<file path="src/rtl/assert_macros.svh">
// ----------------------------------------------------------------------------
// Assertion macros
// Shared concurrent assertion macros for the pointer keypad grid RTL.
// ----------------------------------------------------------------------------
`ifndef ASSERT_MACROS_SVH
`define ASSERT_MACROS_SVH
`ifndef SYNTHESIS
`define ASSERT_CHK(lbl, clk, rst, prop) \
  lbl: assert property (@(posedge clk) disable iff (rst) prop) \
    else $error("%m: check failed");
`define ASSERT_ANY(lbl, clk, prop) \
  lbl: assert property (@(posedge clk) prop) else $error("%m: check failed");
`else
`define ASSERT_CHK(lbl, clk, rst, prop)
`define ASSERT_ANY(lbl, clk, prop)
`endif
`endif

</file>
<file path="src/rtl/ptrgrid_pkg.sv">
// ----------------------------------------------------------------------------
// ptrgrid_pkg
// Types, widths and constant helpers for the pointer keypad grid block.
// ----------------------------------------------------------------------------
package ptrgrid_pkg;

  localparam int COORD_W = 14;
  localparam int OUT_W   = 24;
  localparam int KEY_W   = 4;

  typedef logic [COORD_W-1:0] coord_t;
  typedef logic [OUT_W-1:0]   grid_t;
  typedef logic [KEY_W-1:0]   key_t;

  typedef struct packed {
    logic full;
    logic empty;
  } qstat_t;

  localparam coord_t WIDTH_RESET  = 14'd1920;
  localparam coord_t HEIGHT_RESET = 14'd1080;

  // Keypad digit of the top left cell; columns add one, rows down subtract three.
  localparam key_t KEY_TOP_LEFT = 4'd7;

  function automatic int pow3(input int n);
    int p;
    p = 1;
    for (int i = 0; i < n; i++) begin
      p = p * 3;
    end
    return p;
  endfunction

endpackage

</file>
<file path="src/rtl/ptrgrid_queue.sv">
// ----------------------------------------------------------------------------
// ptrgrid_queue
// Small register-based first-in first-out queue with show-ahead read data.
// ----------------------------------------------------------------------------
`include "assert_macros.svh"

module ptrgrid_queue
  import ptrgrid_pkg::*;
#(
  parameter int WIDTH = 8,
  parameter int DEPTH = 4
) (
  input  logic             clk,
  input  logic             rst,
  input  logic             push,
  input  logic [WIDTH-1:0] wdata,
  input  logic             pop,
  output logic [WIDTH-1:0] rdata,
  output qstat_t           status
);

  localparam int AW = $clog2(DEPTH);

  logic [WIDTH-1:0] mem [DEPTH];
  logic [AW-1:0]    wr_ptr;
  logic [AW-1:0]    rd_ptr;
  logic [AW:0]      count;
  logic [AW:0]      count_next;

  always_comb begin
    count_next = count;
    if (push && !pop) begin
      count_next = count + 1'b1;
    end else if (pop && !push) begin
      count_next = count - 1'b1;
    end
  end

  always_ff @(posedge clk) begin
    if (rst) begin
      wr_ptr <= '0;
      rd_ptr <= '0;
      count  <= '0;
    end else begin
      if (push) begin
        wr_ptr <= wr_ptr + 1'b1;
      end
      if (pop) begin
        rd_ptr <= rd_ptr + 1'b1;
      end
      count <= count_next;
    end
  end

  always_ff @(posedge clk) begin
    if (push) begin
      mem[wr_ptr] <= wdata;
    end
  end

  assign rdata        = mem[rd_ptr];
  assign status.full  = (count == (AW+1)'(DEPTH));
  assign status.empty = (count == '0);

  `ASSERT_CHK(a_no_overflow, clk, rst, push |-> !status.full)
  `ASSERT_CHK(a_no_underflow, clk, rst, pop |-> !status.empty)
  `ASSERT_ANY(a_reset_clears, clk, rst |=> (count == '0))

endmodule

</file>
<file path="src/rtl/ptrgrid_front.sv">
// ----------------------------------------------------------------------------
// ptrgrid_front
// Accepts pointer samples, clamps them to the screen and scales them by the
// grid resolution before handing them to the work queue.
// ----------------------------------------------------------------------------
module ptrgrid_front
  import ptrgrid_pkg::*;
#(
  parameter int LEVELS = 7,
  localparam int QW = $clog2(pow3(LEVELS)),
  localparam int RW = COORD_W + QW
) (
  input  logic          clk,
  input  logic          rst,
  input  logic          push,
  output logic          full,
  input  coord_t        pointer_x,
  input  coord_t        pointer_y,
  input  coord_t        size_x,
  input  coord_t        size_y,
  output logic          q_push,
  output logic [2*RW-1:0] q_data,
  input  logic          q_full
);

  localparam logic [RW-1:0] TRIP = RW'(pow3(LEVELS));

  coord_t          sat_x;
  coord_t          sat_y;
  logic            fv;
  logic [RW-1:0]   prod_x;
  logic [RW-1:0]   prod_y;
  logic            take;

  assign sat_x = (pointer_x >= size_x) ? size_x - 1'b1 : pointer_x;
  assign sat_y = (pointer_y >= size_y) ? size_y - 1'b1 : pointer_y;

  assign full   = fv && q_full;
  assign take   = push && !full;
  assign q_push = fv && !q_full;
  assign q_data = {prod_y, prod_x};

  always_ff @(posedge clk) begin
    if (rst) begin
      fv <= 1'b0;
    end else if (take) begin
      fv <= 1'b1;
    end else if (q_push) begin
      fv <= 1'b0;
    end
  end

  always_ff @(posedge clk) begin
    if (take) begin
      prod_x <= RW'(sat_x) * TRIP;
      prod_y <= RW'(sat_y) * TRIP;
    end
  end

endmodule

</file>
<file path="src/rtl/ptrgrid_back.sv">
// ----------------------------------------------------------------------------
// ptrgrid_back
// Divides the scaled coordinates by the screen size one quotient bit per
// stage, then takes one base-3 digit pair per stage and builds the decimal
// keypad number.
// ----------------------------------------------------------------------------
module ptrgrid_back
  import ptrgrid_pkg::*;
#(
  parameter int LEVELS = 7,
  localparam int QW = $clog2(pow3(LEVELS)),
  localparam int RW = COORD_W + QW
) (
  input  logic            clk,
  input  logic            rst,
  input  logic [2*RW-1:0] q_data,
  input  logic            q_empty,
  output logic            q_pop,
  input  coord_t          size_x,
  input  coord_t          size_y,
  output logic            out_push,
  output grid_t           out_data,
  input  logic            out_full
);

  logic          adv;
  logic          dv  [QW+1];
  logic [RW-1:0] drx [QW+1];
  logic [RW-1:0] dry [QW+1];
  logic [QW-1:0] dqx [QW+1];
  logic [QW-1:0] dqy [QW+1];
  logic          gv  [LEVELS];
  logic [QW-1:0] gqx [LEVELS];
  logic [QW-1:0] gqy [LEVELS];
  grid_t         gacc [LEVELS];

  assign adv      = !(gv[LEVELS-1] && out_full);
  assign q_pop    = adv && !q_empty;
  assign out_push = adv && gv[LEVELS-1];
  assign out_data = gacc[LEVELS-1];

  always_ff @(posedge clk) begin
    if (rst) begin
      dv[0] <= 1'b0;
    end else if (adv) begin
      dv[0]  <= !q_empty;
      drx[0] <= q_data[RW-1:0];
      dry[0] <= q_data[2*RW-1:RW];
      dqx[0] <= '0;
      dqy[0] <= '0;
    end
  end

  for (genvar s = 0; s < QW; s++) begin : g_div
    localparam int B = QW - 1 - s;
    logic [RW-1:0] dsx;
    logic [RW-1:0] dsy;
    logic          gex;
    logic          gey;

    assign dsx = RW'(size_x) << B;
    assign dsy = RW'(size_y) << B;
    assign gex = (drx[s] >= dsx);
    assign gey = (dry[s] >= dsy);

    always_ff @(posedge clk) begin
      if (rst) begin
        dv[s+1] <= 1'b0;
      end else if (adv) begin
        dv[s+1]  <= dv[s];
        drx[s+1] <= gex ? drx[s] - dsx : drx[s];
        dry[s+1] <= gey ? dry[s] - dsy : dry[s];
        dqx[s+1] <= dqx[s] | (QW'(gex) << B);
        dqy[s+1] <= dqy[s] | (QW'(gey) << B);
      end
    end
  end

  for (genvar k = 0; k < LEVELS; k++) begin : g_dig
    localparam logic [QW-1:0] U1 = QW'(pow3(LEVELS - 1 - k));
    localparam logic [QW-1:0] U2 = QW'(2 * pow3(LEVELS - 1 - k));
    logic          iv;
    logic [QW-1:0] ix;
    logic [QW-1:0] iy;
    grid_t         iacc;
    logic [1:0]    dx;
    logic [1:0]    dy;
    logic [QW-1:0] rx;
    logic [QW-1:0] ry;
    key_t          key;

    if (k == 0) begin : g_src
      assign iv   = dv[QW];
      assign ix   = dqx[QW];
      assign iy   = dqy[QW];
      assign iacc = '0;
    end else begin : g_src
      assign iv   = gv[k-1];
      assign ix   = gqx[k-1];
      assign iy   = gqy[k-1];
      assign iacc = gacc[k-1];
    end

    always_comb begin
      if (ix >= U2) begin
        dx = 2'd2;
        rx = ix - U2;
      end else if (ix >= U1) begin
        dx = 2'd1;
        rx = ix - U1;
      end else begin
        dx = 2'd0;
        rx = ix;
      end
      if (iy >= U2) begin
        dy = 2'd2;
        ry = iy - U2;
      end else if (iy >= U1) begin
        dy = 2'd1;
        ry = iy - U1;
      end else begin
        dy = 2'd0;
        ry = iy;
      end
    end

    assign key = KEY_TOP_LEFT + KEY_W'(dx) - (KEY_W'(dy) + (KEY_W'(dy) << 1));

    always_ff @(posedge clk) begin
      if (rst) begin
        gv[k] <= 1'b0;
      end else if (adv) begin
        gv[k]   <= iv;
        gqx[k]  <= rx;
        gqy[k]  <= ry;
        gacc[k] <= (iacc << 3) + (iacc << 1) + OUT_W'(key);
      end
    end
  end

endmodule

</file>
<file path="src/rtl/pointer_to_nested_keypad_grid.sv">
// ----------------------------------------------------------------------------
// pointer_to_nested_keypad_grid
// Maps a pointer sample onto a nested 3x3 keypad grid over the screen and
// returns the keypad digits of every level as one decimal number.
//
//   Channel   Handshake                 Payload
//   input     push / full               pointer_x, pointer_y
//   result    pop / empty               grid_number
//   config    psel, penable, pwrite     paddr, pwdata, prdata
//
// One sample is taken every cycle while results are being drained.
// A sample passes through the front register, the work queue, the
// bit-per-stage divider, the digit stages and the result queue on its way
// to the result ports. Reset is synchronous and clears the control state
// and sets the screen size to its default. When the result queue fills, the
// whole back end holds and the work queue then fills up before full rises.
// ----------------------------------------------------------------------------
module pointer_to_nested_keypad_grid
  import ptrgrid_pkg::*;
#(
  parameter int LEVELS = 7
) (
  input  logic        clk,
  input  logic        rst,
  input  logic        push,
  output logic        full,
  input  coord_t      pointer_x,
  input  coord_t      pointer_y,
  output logic        empty,
  input  logic        pop,
  output grid_t       grid_number,
  input  logic        psel,
  input  logic        penable,
  input  logic        pwrite,
  input  logic [2:0]  paddr,
  input  logic [31:0] pwdata,
  output logic [31:0] prdata,
  output logic        pready
);

  localparam int QW = $clog2(pow3(LEVELS));
  localparam int RW = COORD_W + QW;

  localparam logic REG_SCREEN_WIDTH  = 1'b0;
  localparam logic REG_SCREEN_HEIGHT = 1'b1;

  coord_t          screen_width;
  coord_t          screen_height;
  coord_t          size_x;
  coord_t          size_y;
  logic            mq_push;
  logic            mq_pop;
  logic [2*RW-1:0] mq_wdata;
  logic [2*RW-1:0] mq_rdata;
  qstat_t          mq_status;
  logic            oq_push;
  logic            oq_pop;
  grid_t           oq_wdata;
  qstat_t          oq_status;

  assign pready = 1'b1;

  always_ff @(posedge clk) begin
    if (rst) begin
      screen_width  <= WIDTH_RESET;
      screen_height <= HEIGHT_RESET;
    end else if (psel && penable && pwrite && pready) begin
      case (paddr[2])
        REG_SCREEN_WIDTH: begin
          screen_width <= pwdata[COORD_W-1:0];
        end
        REG_SCREEN_HEIGHT: begin
          screen_height <= pwdata[COORD_W-1:0];
        end
        default: begin
        end
      endcase
    end
  end

  always_comb begin
    case (paddr[2])
      REG_SCREEN_WIDTH: begin
        prdata = 32'(screen_width);
      end
      REG_SCREEN_HEIGHT: begin
        prdata = 32'(screen_height);
      end
      default: begin
        prdata = '0;
      end
    endcase
  end

  assign size_x = (screen_width == '0) ? COORD_W'(1) : screen_width;
  assign size_y = (screen_height == '0) ? COORD_W'(1) : screen_height;

  ptrgrid_front #(
    .LEVELS (LEVELS)
  ) u_front (
    .clk       (clk),
    .rst       (rst),
    .push      (push),
    .full      (full),
    .pointer_x (pointer_x),
    .pointer_y (pointer_y),
    .size_x    (size_x),
    .size_y    (size_y),
    .q_push    (mq_push),
    .q_data    (mq_wdata),
    .q_full    (mq_status.full)
  );

  ptrgrid_queue #(
    .WIDTH (2*RW),
    .DEPTH (4)
  ) u_work_q (
    .clk    (clk),
    .rst    (rst),
    .push   (mq_push),
    .wdata  (mq_wdata),
    .pop    (mq_pop),
    .rdata  (mq_rdata),
    .status (mq_status)
  );

  ptrgrid_back #(
    .LEVELS (LEVELS)
  ) u_back (
    .clk      (clk),
    .rst      (rst),
    .q_data   (mq_rdata),
    .q_empty  (mq_status.empty),
    .q_pop    (mq_pop),
    .size_x   (size_x),
    .size_y   (size_y),
    .out_push (oq_push),
    .out_data (oq_wdata),
    .out_full (oq_status.full)
  );

  assign oq_pop = pop && !oq_status.empty;

  ptrgrid_queue #(
    .WIDTH (OUT_W),
    .DEPTH (2)
  ) u_result_q (
    .clk    (clk),
    .rst    (rst),
    .push   (oq_push),
    .wdata  (oq_wdata),
    .pop    (oq_pop),
    .rdata  (grid_number),
    .status (oq_status)
  );

  assign empty = oq_status.empty;

endmodule

</file>
<file path="config.mk">
export PLATFORM = sky130hd
export DESIGN_NAME = pointer_to_nested_keypad_grid
export DESIGN_NICKNAME = d
export VERILOG_FILES = /design/src/rtl/ptrgrid_pkg.sv /design/src/rtl/ptrgrid_queue.sv /design/src/rtl/ptrgrid_front.sv /design/src/rtl/ptrgrid_back.sv /design/src/rtl/pointer_to_nested_keypad_grid.sv
export VERILOG_INCLUDE_DIRS = /design/src /design/src/rtl
export SDC_FILE = /design/constraint.sdc
export NUM_CORES = 2
export LEC_CHECK = 0
export ABC_AREA = 0
export BUFFER_PORTS_ARGS = -buffer_cell sky130_fd_sc_hd__buf_2
export CORE_MARGIN = 2
export CORE_UTILIZATION = 30
export CTS_CLUSTER_DIAMETER = 200
export DETAILED_ROUTE_END_ITERATION = 12
export GPL_TIMING_DRIVEN = 1
export HOLD_SLACK_MARGIN = 0.08
export SYNTH_ARGS = -nofsm -noshare
export SYNTH_HDL_FRONTEND = slang
export SYNTH_HIERARCHICAL = 1
export SYNTH_SLANG_ARGS = --single-unit
export TNS_END_PERCENT = 30
</file>
<file path="constraint.sdc">
create_clock -name clk -period 50.3 [get_ports clk]
set_clock_uncertainty 0.1 [all_clocks]
set_input_delay 2.515 -clock clk [delete_from_list [all_inputs] [get_ports clk]]
set_output_delay 2.515 -clock clk [all_outputs]
set_load 0.005 [all_outputs]
</file>
Yosys cells after proc, flatten, opt, wreduce, memory -nomap -nowiden
Memories as Yosys holds them, arrays and structs flattened. A register that Yosys moved wholly into a read port is not among the register bits.
Index checks and enable logic that the tools add are counted.
Widths: inputs -> output; s select.

operators by class
  muxes and demuxes = 124
  reduce and logical (&&, ||, !) cells = 31
  $mul = 2
  eq/ne operators = 2
  add/subtract/negate cells = 95
  bitwise operators = 45
  $lt $le $gt $ge = 54

operators by type and width
  cell                    number
  $mux 26                 24
  $mux 12                 28
  $add 24x24->24          6
  $add 24x4->24           6
  $pmux 32 s2             1
  $mux 14                 4
  $ge 26x14->1            2
  $ge 26x15->1            2
  $ge 26x16->1            2
  $ge 26x17->1            2
  $ge 26x18->1            2
  $ge 26x19->1            2
  $ge 26x20->1            2
  $ge 26x21->1            2
  $ge 26x22->1            2
  $ge 26x23->1            2
  $ge 26x24->1            2
  $ge 26x25->1            2
  $mul 14x12->26 const B  2
  $sub 26x14->26          2
  $sub 26x15->26          2
  $sub 26x16->26          2
  $sub 26x17->26          2
  $sub 26x18->26          2
  65 further kinds        248

word-level totals
  memory bits (writable) = 1,600
  register bits after elaboration = 92
  output and inout port bits = 59
  memories = 11

memories
  memory        depth  width  read ports  clocked after memory_dff  wr ports  RTL line             source
  u_back.drx    13     26     12          0                         13        ptrgrid_back.sv:28   logic [RW-1:0] drx [QW+1];
  u_back.dry    13     26     12          0                         13        ptrgrid_back.sv:29   logic [RW-1:0] dry [QW+1];
  u_work_q.mem  4      52     1           1                         1         ptrgrid_queue.sv:24  logic [WIDTH-1:0] mem [DEPTH];
  u_back.gacc   7      24     7           0                         7         ptrgrid_back.sv:35   grid_t gacc [LEVELS];
  u_back.dqx    13     12     13          0                         13        ptrgrid_back.sv:30   logic [QW-1:0] dqx [QW+1];
  u_back.dqy    13     12     13          0                         13        ptrgrid_back.sv:31   logic [QW-1:0] dqy [QW+1];
  +5 memories   -      -      -           -                         -         -

Logic depth before layout (Yosys ltp)
  word-level depth = 8
  depth in mapped cells = 27
  gate-level depth less buffers = 26

Modules after synthesis
The synthesis kept the hierarchy.

by module, submodules not included
  module                         sequential area each (um^2)  cells each  times used  area an instance (um^2)
  ptrgrid_back                   31,560.3                     5,745       1           63,622.3
  ptrgrid_front                  1,581.5                      826         1           8,140.3
  ptrgrid_queue at u_work_q      6,426.2                      316         1           7,993.9
  ptrgrid_queue at u_result_q    1,541.5                      97          1           1,939.4
  pointer_to_nested_keypad_grid  560.5                        190         1           1,700.4

Worst setup path before layout
OpenSTA, ideal clock, no wires.

  path kind = input -> register
  from = input rst
  to = memory u_back.dv[1][0], in the netlist u_back/dv[0][1] (data pin)
  path slack = 17,638 ps
  buffers on the path = 1
  arrival = 32,250 ps
  data required time = 49,888 ps
  stages on the path = 3
  library setup time = 312 ps
  cell sequence = a21oi_1 > clkbuf_1 > and2_1

RTL lines
  item             RTL line                             source
  start, declared  pointer_to_nested_keypad_grid.sv:24  input logic rst,
  end, declared    ptrgrid_back.sv:27                   logic dv [QW+1];

Worst setup path after layout
  from = input pointer_x[0]
  to = register u_front.prod_x[21] (data pin)

on the way
  word-level cells in the longest chain between the ends = 3

ends and longest elaborated chain
  item                  RTL line                             source
  start, declared       pointer_to_nested_keypad_grid.sv:27  input coord_t pointer_x,
  $ge 14x14->1          ptrgrid_front.sv:35                  assign sat_x = (pointer_x >= size_x) ? size_x - 1'b1 : pointer_x;
  $mux 14 *             ptrgrid_front.sv:35
  $mul 14x12->26 *      ptrgrid_front.sv:55                  prod_x <= RW'(sat_x) * TRIP;
  end signal, assigned  ptrgrid_front.sv:55
  end, declared         ptrgrid_front.sv:31                  logic [RW-1:0] prod_x;

Every way passes the cells marked *; elsewhere a longest branch is shown, timed or not.
A chain may end at the register's enable or synchronous reset.

==> impl.org <==
** Status
- Outcome :: finished clean

** Global routing
- For met2 alone, demand over resource in global routing was 21.83%.
- Met3 usage :: between 1.5 and 2%
- Total routing resource utilization after global routing :: roughly 12%
- Most utilized layer in the global route result :: met2
- After global routing the overflow that remains totals 0.
- The initial antenna violation count came to 3.
- The number of global-route vias before repair is between 50k and 60k.
- The first global-routing pass estimated roughly 280 mm of wire.
- Largest net degree at the start of global routing :: 216
- Global routing used approximately 15% of the available met1 tracks.

** Die
- The initialized floorplan defines around 190 standard-cell rows.
- Core ar. :: around 280000 µm²
- For this configuration, the core starts out at a cell density of 30.16%.
- Vertical extent of the die :: between 500 and 600 µm
- The floorplan step set the die width to ~530 µm.
- Ports placed on the boundary :: around 130
- The die covers about 280000 µm².

** Timing
- Number of slew-limit violations in the final report :: 0
- RSZ-0062 raised after global routing :: false
- Worst hold slack after final layout :: roughly 0.3 ns
- In the finished design, the share of the clock period the worst path needs comes to about 16%.
- Worst Tran Pin Value :: between 1 and 1.5 ns
- Adding up every negative setup slack in the final design gives 0 ns.
- The number of endpoints with negative hold slack in the final report was 0.
- Number of endpoints failing setup at the final stage :: 0
- Headroom to the max-slew limit :: 20.88%
- The worst path in the final design needs a cycle of around 8 ns, including I/O delays and setup.
- Maximum achievable frequency :: about 120 MHz
- Min setup slack post-route :: around 42 ns

** Clock network
- CTS saw ~1.4k sinks.
- In this run the deepest clock path goes through 4 buffers.
- Root buffer cell :: sky130_fd_sc_hd__clkbuf_16
- Total setup buffers inserted after CTS :: 0
- Clock input transition at the sequential cells of the worst setup and hold paths :: ~0.06 ns
- Post-cts repair resize count :: 0
- The clock tree synthesis step divided the H-tree into 4 levels.
- TritonCTS clock tree :: done
- Buffers inserted to repair hold after CTS numbered 0.
- Clk_lat worst skew :: around 0.86 ns
- Clock tree synthesis inserted a total of between 150 and 200 buffers.

** Worst setup path
- The largest individual stage delay along the critical path comes from the cell sky130_fd_sc_hd__a211oi_4.
- Maximum fanout count along the critical path :: 16
- For the worst setup path, the data required time is 50.78 ns.
- STA classifies the critical path endpoint as a flop.
- Walking the worst path, the cells encountered are buf_2 -> inv_1 -> ha_1 -> nand2b_1 -> a21o_1 -> a21o_1 -> a211oi_2 -> o211ai_2 -> a211oi_4 -> mux2_2 -> ha_1 -> ha_1 -> ha_1 -> inv_1 -> fa_1 -> inv_1 -> ha_1 -> a211oi_1 -> o21bai_1 -> a21oi_1 -> o31ai_1 -> a211o_1 -> nor3b_1 -> a211oi_1.
- The largest single stage delay on the critical path is approximately 0.86 ns.
- STA classifies the critical path startpoint as an input port.
- Startpoint-to-endpoint class of the critical path :: in -> reg
- Data arrives at the worst endpoint at 8.62 ns.
- Most numerous cell on the critical path :: sky130_fd_sc_hd__ha_1

** Drt
- The routed layout has 54.23k vias.
- ANT nets after route :: 0
- The first detailed-routing pass ran for 7 iterations.
- DRC violations left :: 0
- After the first detailed-routing iteration, the DRC count stood at 3437.
- Routed wirelength normalized by instance count :: ~16 µm
- Total wire length after detailed routing :: between 150 and 200 mm
- Post-DR vias/cell :: slightly below 5

** Final layout
- Net count, final :: 8273
- Leading cell type in the layout, fill and taps excluded :: sky130_fd_sc_hd__edfxtp_1
- Final design area excluding fillers :: roughly 94000 µm²
- Share of cells above drive strength 1 :: roughly 9%
- Leaving out fill and tap cells, the most frequent cells in the layout are sky130_fd_sc_hd__edfxtp_1 (1359), sky130_fd_sc_hd__ha_1 (781), sky130_fd_sc_hd__nor2_1 (520).
- The filler cells instantiated in the layout total 27.04k.
- P&R area growth vs syn :: 12.14%

** Yosys
- Combined area of all synthesized cells :: between 80000 and 90000 µm²
- The synthesized design contains 1359 enable-type register cells.
- Synthesis handed over a netlist of about 7.2k instances.
- Main flop type after synthesis :: sky130_fd_sc_hd__edfxtp_1
- The number of different library cells used by synthesis comes to roughly 100.
- Share of async-settable or async-resettable flops after synthesis :: 0%
- Counting flops and latches in the post-synthesis netlist gives around 1.4k.
- For this run, the register share of the synthesized area comes to 49.97%.
- Synthesized area per cell :: ~12 µm²
- Yosys warning total :: 6

** Power and ir drop
- In this run the static leakage power is about 35 nW.
- Power density of the placed cells :: 53.92 nW/µm²
- Power comes to between 0.005 and 0.006 W.
- The worst-case IR drop observed on VDD is about 29 µV.

** Run
- The tool flagged a number of max-cap violations equal to 0.

** Placed design
- At the end of routability-driven placement, the weighted congestion stood at about 0.88.
- Port buffer count :: 89
- Summing all placed instances gives a cell area of ~88000 µm².
- OpenSTA, run right after detailed placement, puts the worst setup slack at slightly above 40 ns.
- After legalization and detailed placement, the total HPWL measured 128.1 mm.

** Min path
- Worst hold path type :: reg -> reg
layout make-up:
| type | instances | area (µm²) | share of cell area (%) |
|---|---|---|---|
| antenna | 1 | 2.502 | 0.002676 |
| clock buffer | 204 | 4379 | 4.683 |
| clock inverter | 88 | 900.9 | 0.9633 |
| inverter | 441 | 1663 | 1.778 |
| multi-input combinational | 5169 | 39260 | 41.98 |
| sequential | 1402 | 41680 | 44.57 |
| tap | 3705 | 4636 | 4.957 |
| timing repair buffer | 158 | 1003 | 1.073 |
worst max-delay path, delay by kind of cell:
family	cells	cell delay (ns)
buffers and inverters	4	0.20
multiplexers	1	0.50
AO/OA/AOI/OAI	11	3.06
adder cells (fa/ha/maj)	6	1.95
AND/OR/NAND/NOR	2	0.37
where the power goes:
group	total [W]	internal, W	leakage [nW]	switching (W)
clock	0.00117	0.000697	2.56	0.000470
sequential	0.00190	0.00172	13.3	0.000183
combinational	0.00197	0.000894	19.5	0.00108
total	0.00504	0.00331	35.4	0.00173
registers in the layout, indices dropped and copies added, names as in the netlist, 3 cells and up, named ones only:
signal,cells
u_back/drx,312
u_back/dry,312
u_work_q/mem,208
u_back/gacc,107
u_back/dqx,78
u_back/dqy,78
u_back/gqx,72
u_back/gqy,72
u_result_q/mem,48
u_front/prod_x,26
u_front/prod_y,26
screen_height,14
screen_width,14
u_back/dv,13
u_back/gv,7
u_work_q/count,3
cells in the mapped netlist, drive strengths merged (143+ instances only):
master  count  area, µm²
inv       436       1644
nand2     436       1637
nand2b    146      913.4
edfxtp   1359      40810
a21o      143       1074
o21ai     401       2011
a21oi     458       2296
ha        781       9772
nor2      520       1952
nor3      178      890.9
xnor2     324       2838
xor2      258       2260
routing by layer:
layer  wire [µm]  up-vias
li1            -    26970
met1       76070    25960
met2       86740      993
met3        6320      313
met4        5845        2
met5          13        -
through the flow:
stage | util (%) | std cells
3_3_place_gp | 31.91 | 10880
2_1_floorplan | - | 7191
3_5_place_dp | 31.91 | 10880
5_1_grt | 33.82 | 11170
4_1_cts | 33.82 | 11170
6_report | 33.82 | 11170
cell families after synthesis:
kind of cell / Yosys count / synth area share [%]
simple gates: 1925 / 11.52
compound gates: 1521 / 11.39
flops: 1402 / 49.97
fa+ha+maj: 866 / 13.76
buf+inv: 620 / 3.151
xor+xnor: 582 / 6.112
mux: 256 / 4.096
other cells: 2 / 0.009005
final timing paths:
path | depth (start not counted) | slack (ns) | to | start
min | 0 | 0.30 | u_back/dqy[1][9] | u_back/dqy[0][93]
max | 24 | 42.17 | u_front/prod_x[21] | pointer_x[0]
max reg2reg | 27 | 42.50 | u_front/prod_y[25] | screen_height[6]
min reg2reg | 0 | 0.30 | u_back/dqy[1][9] | u_back/dqy[0][93]
Power figures use the tool's default switching activity.
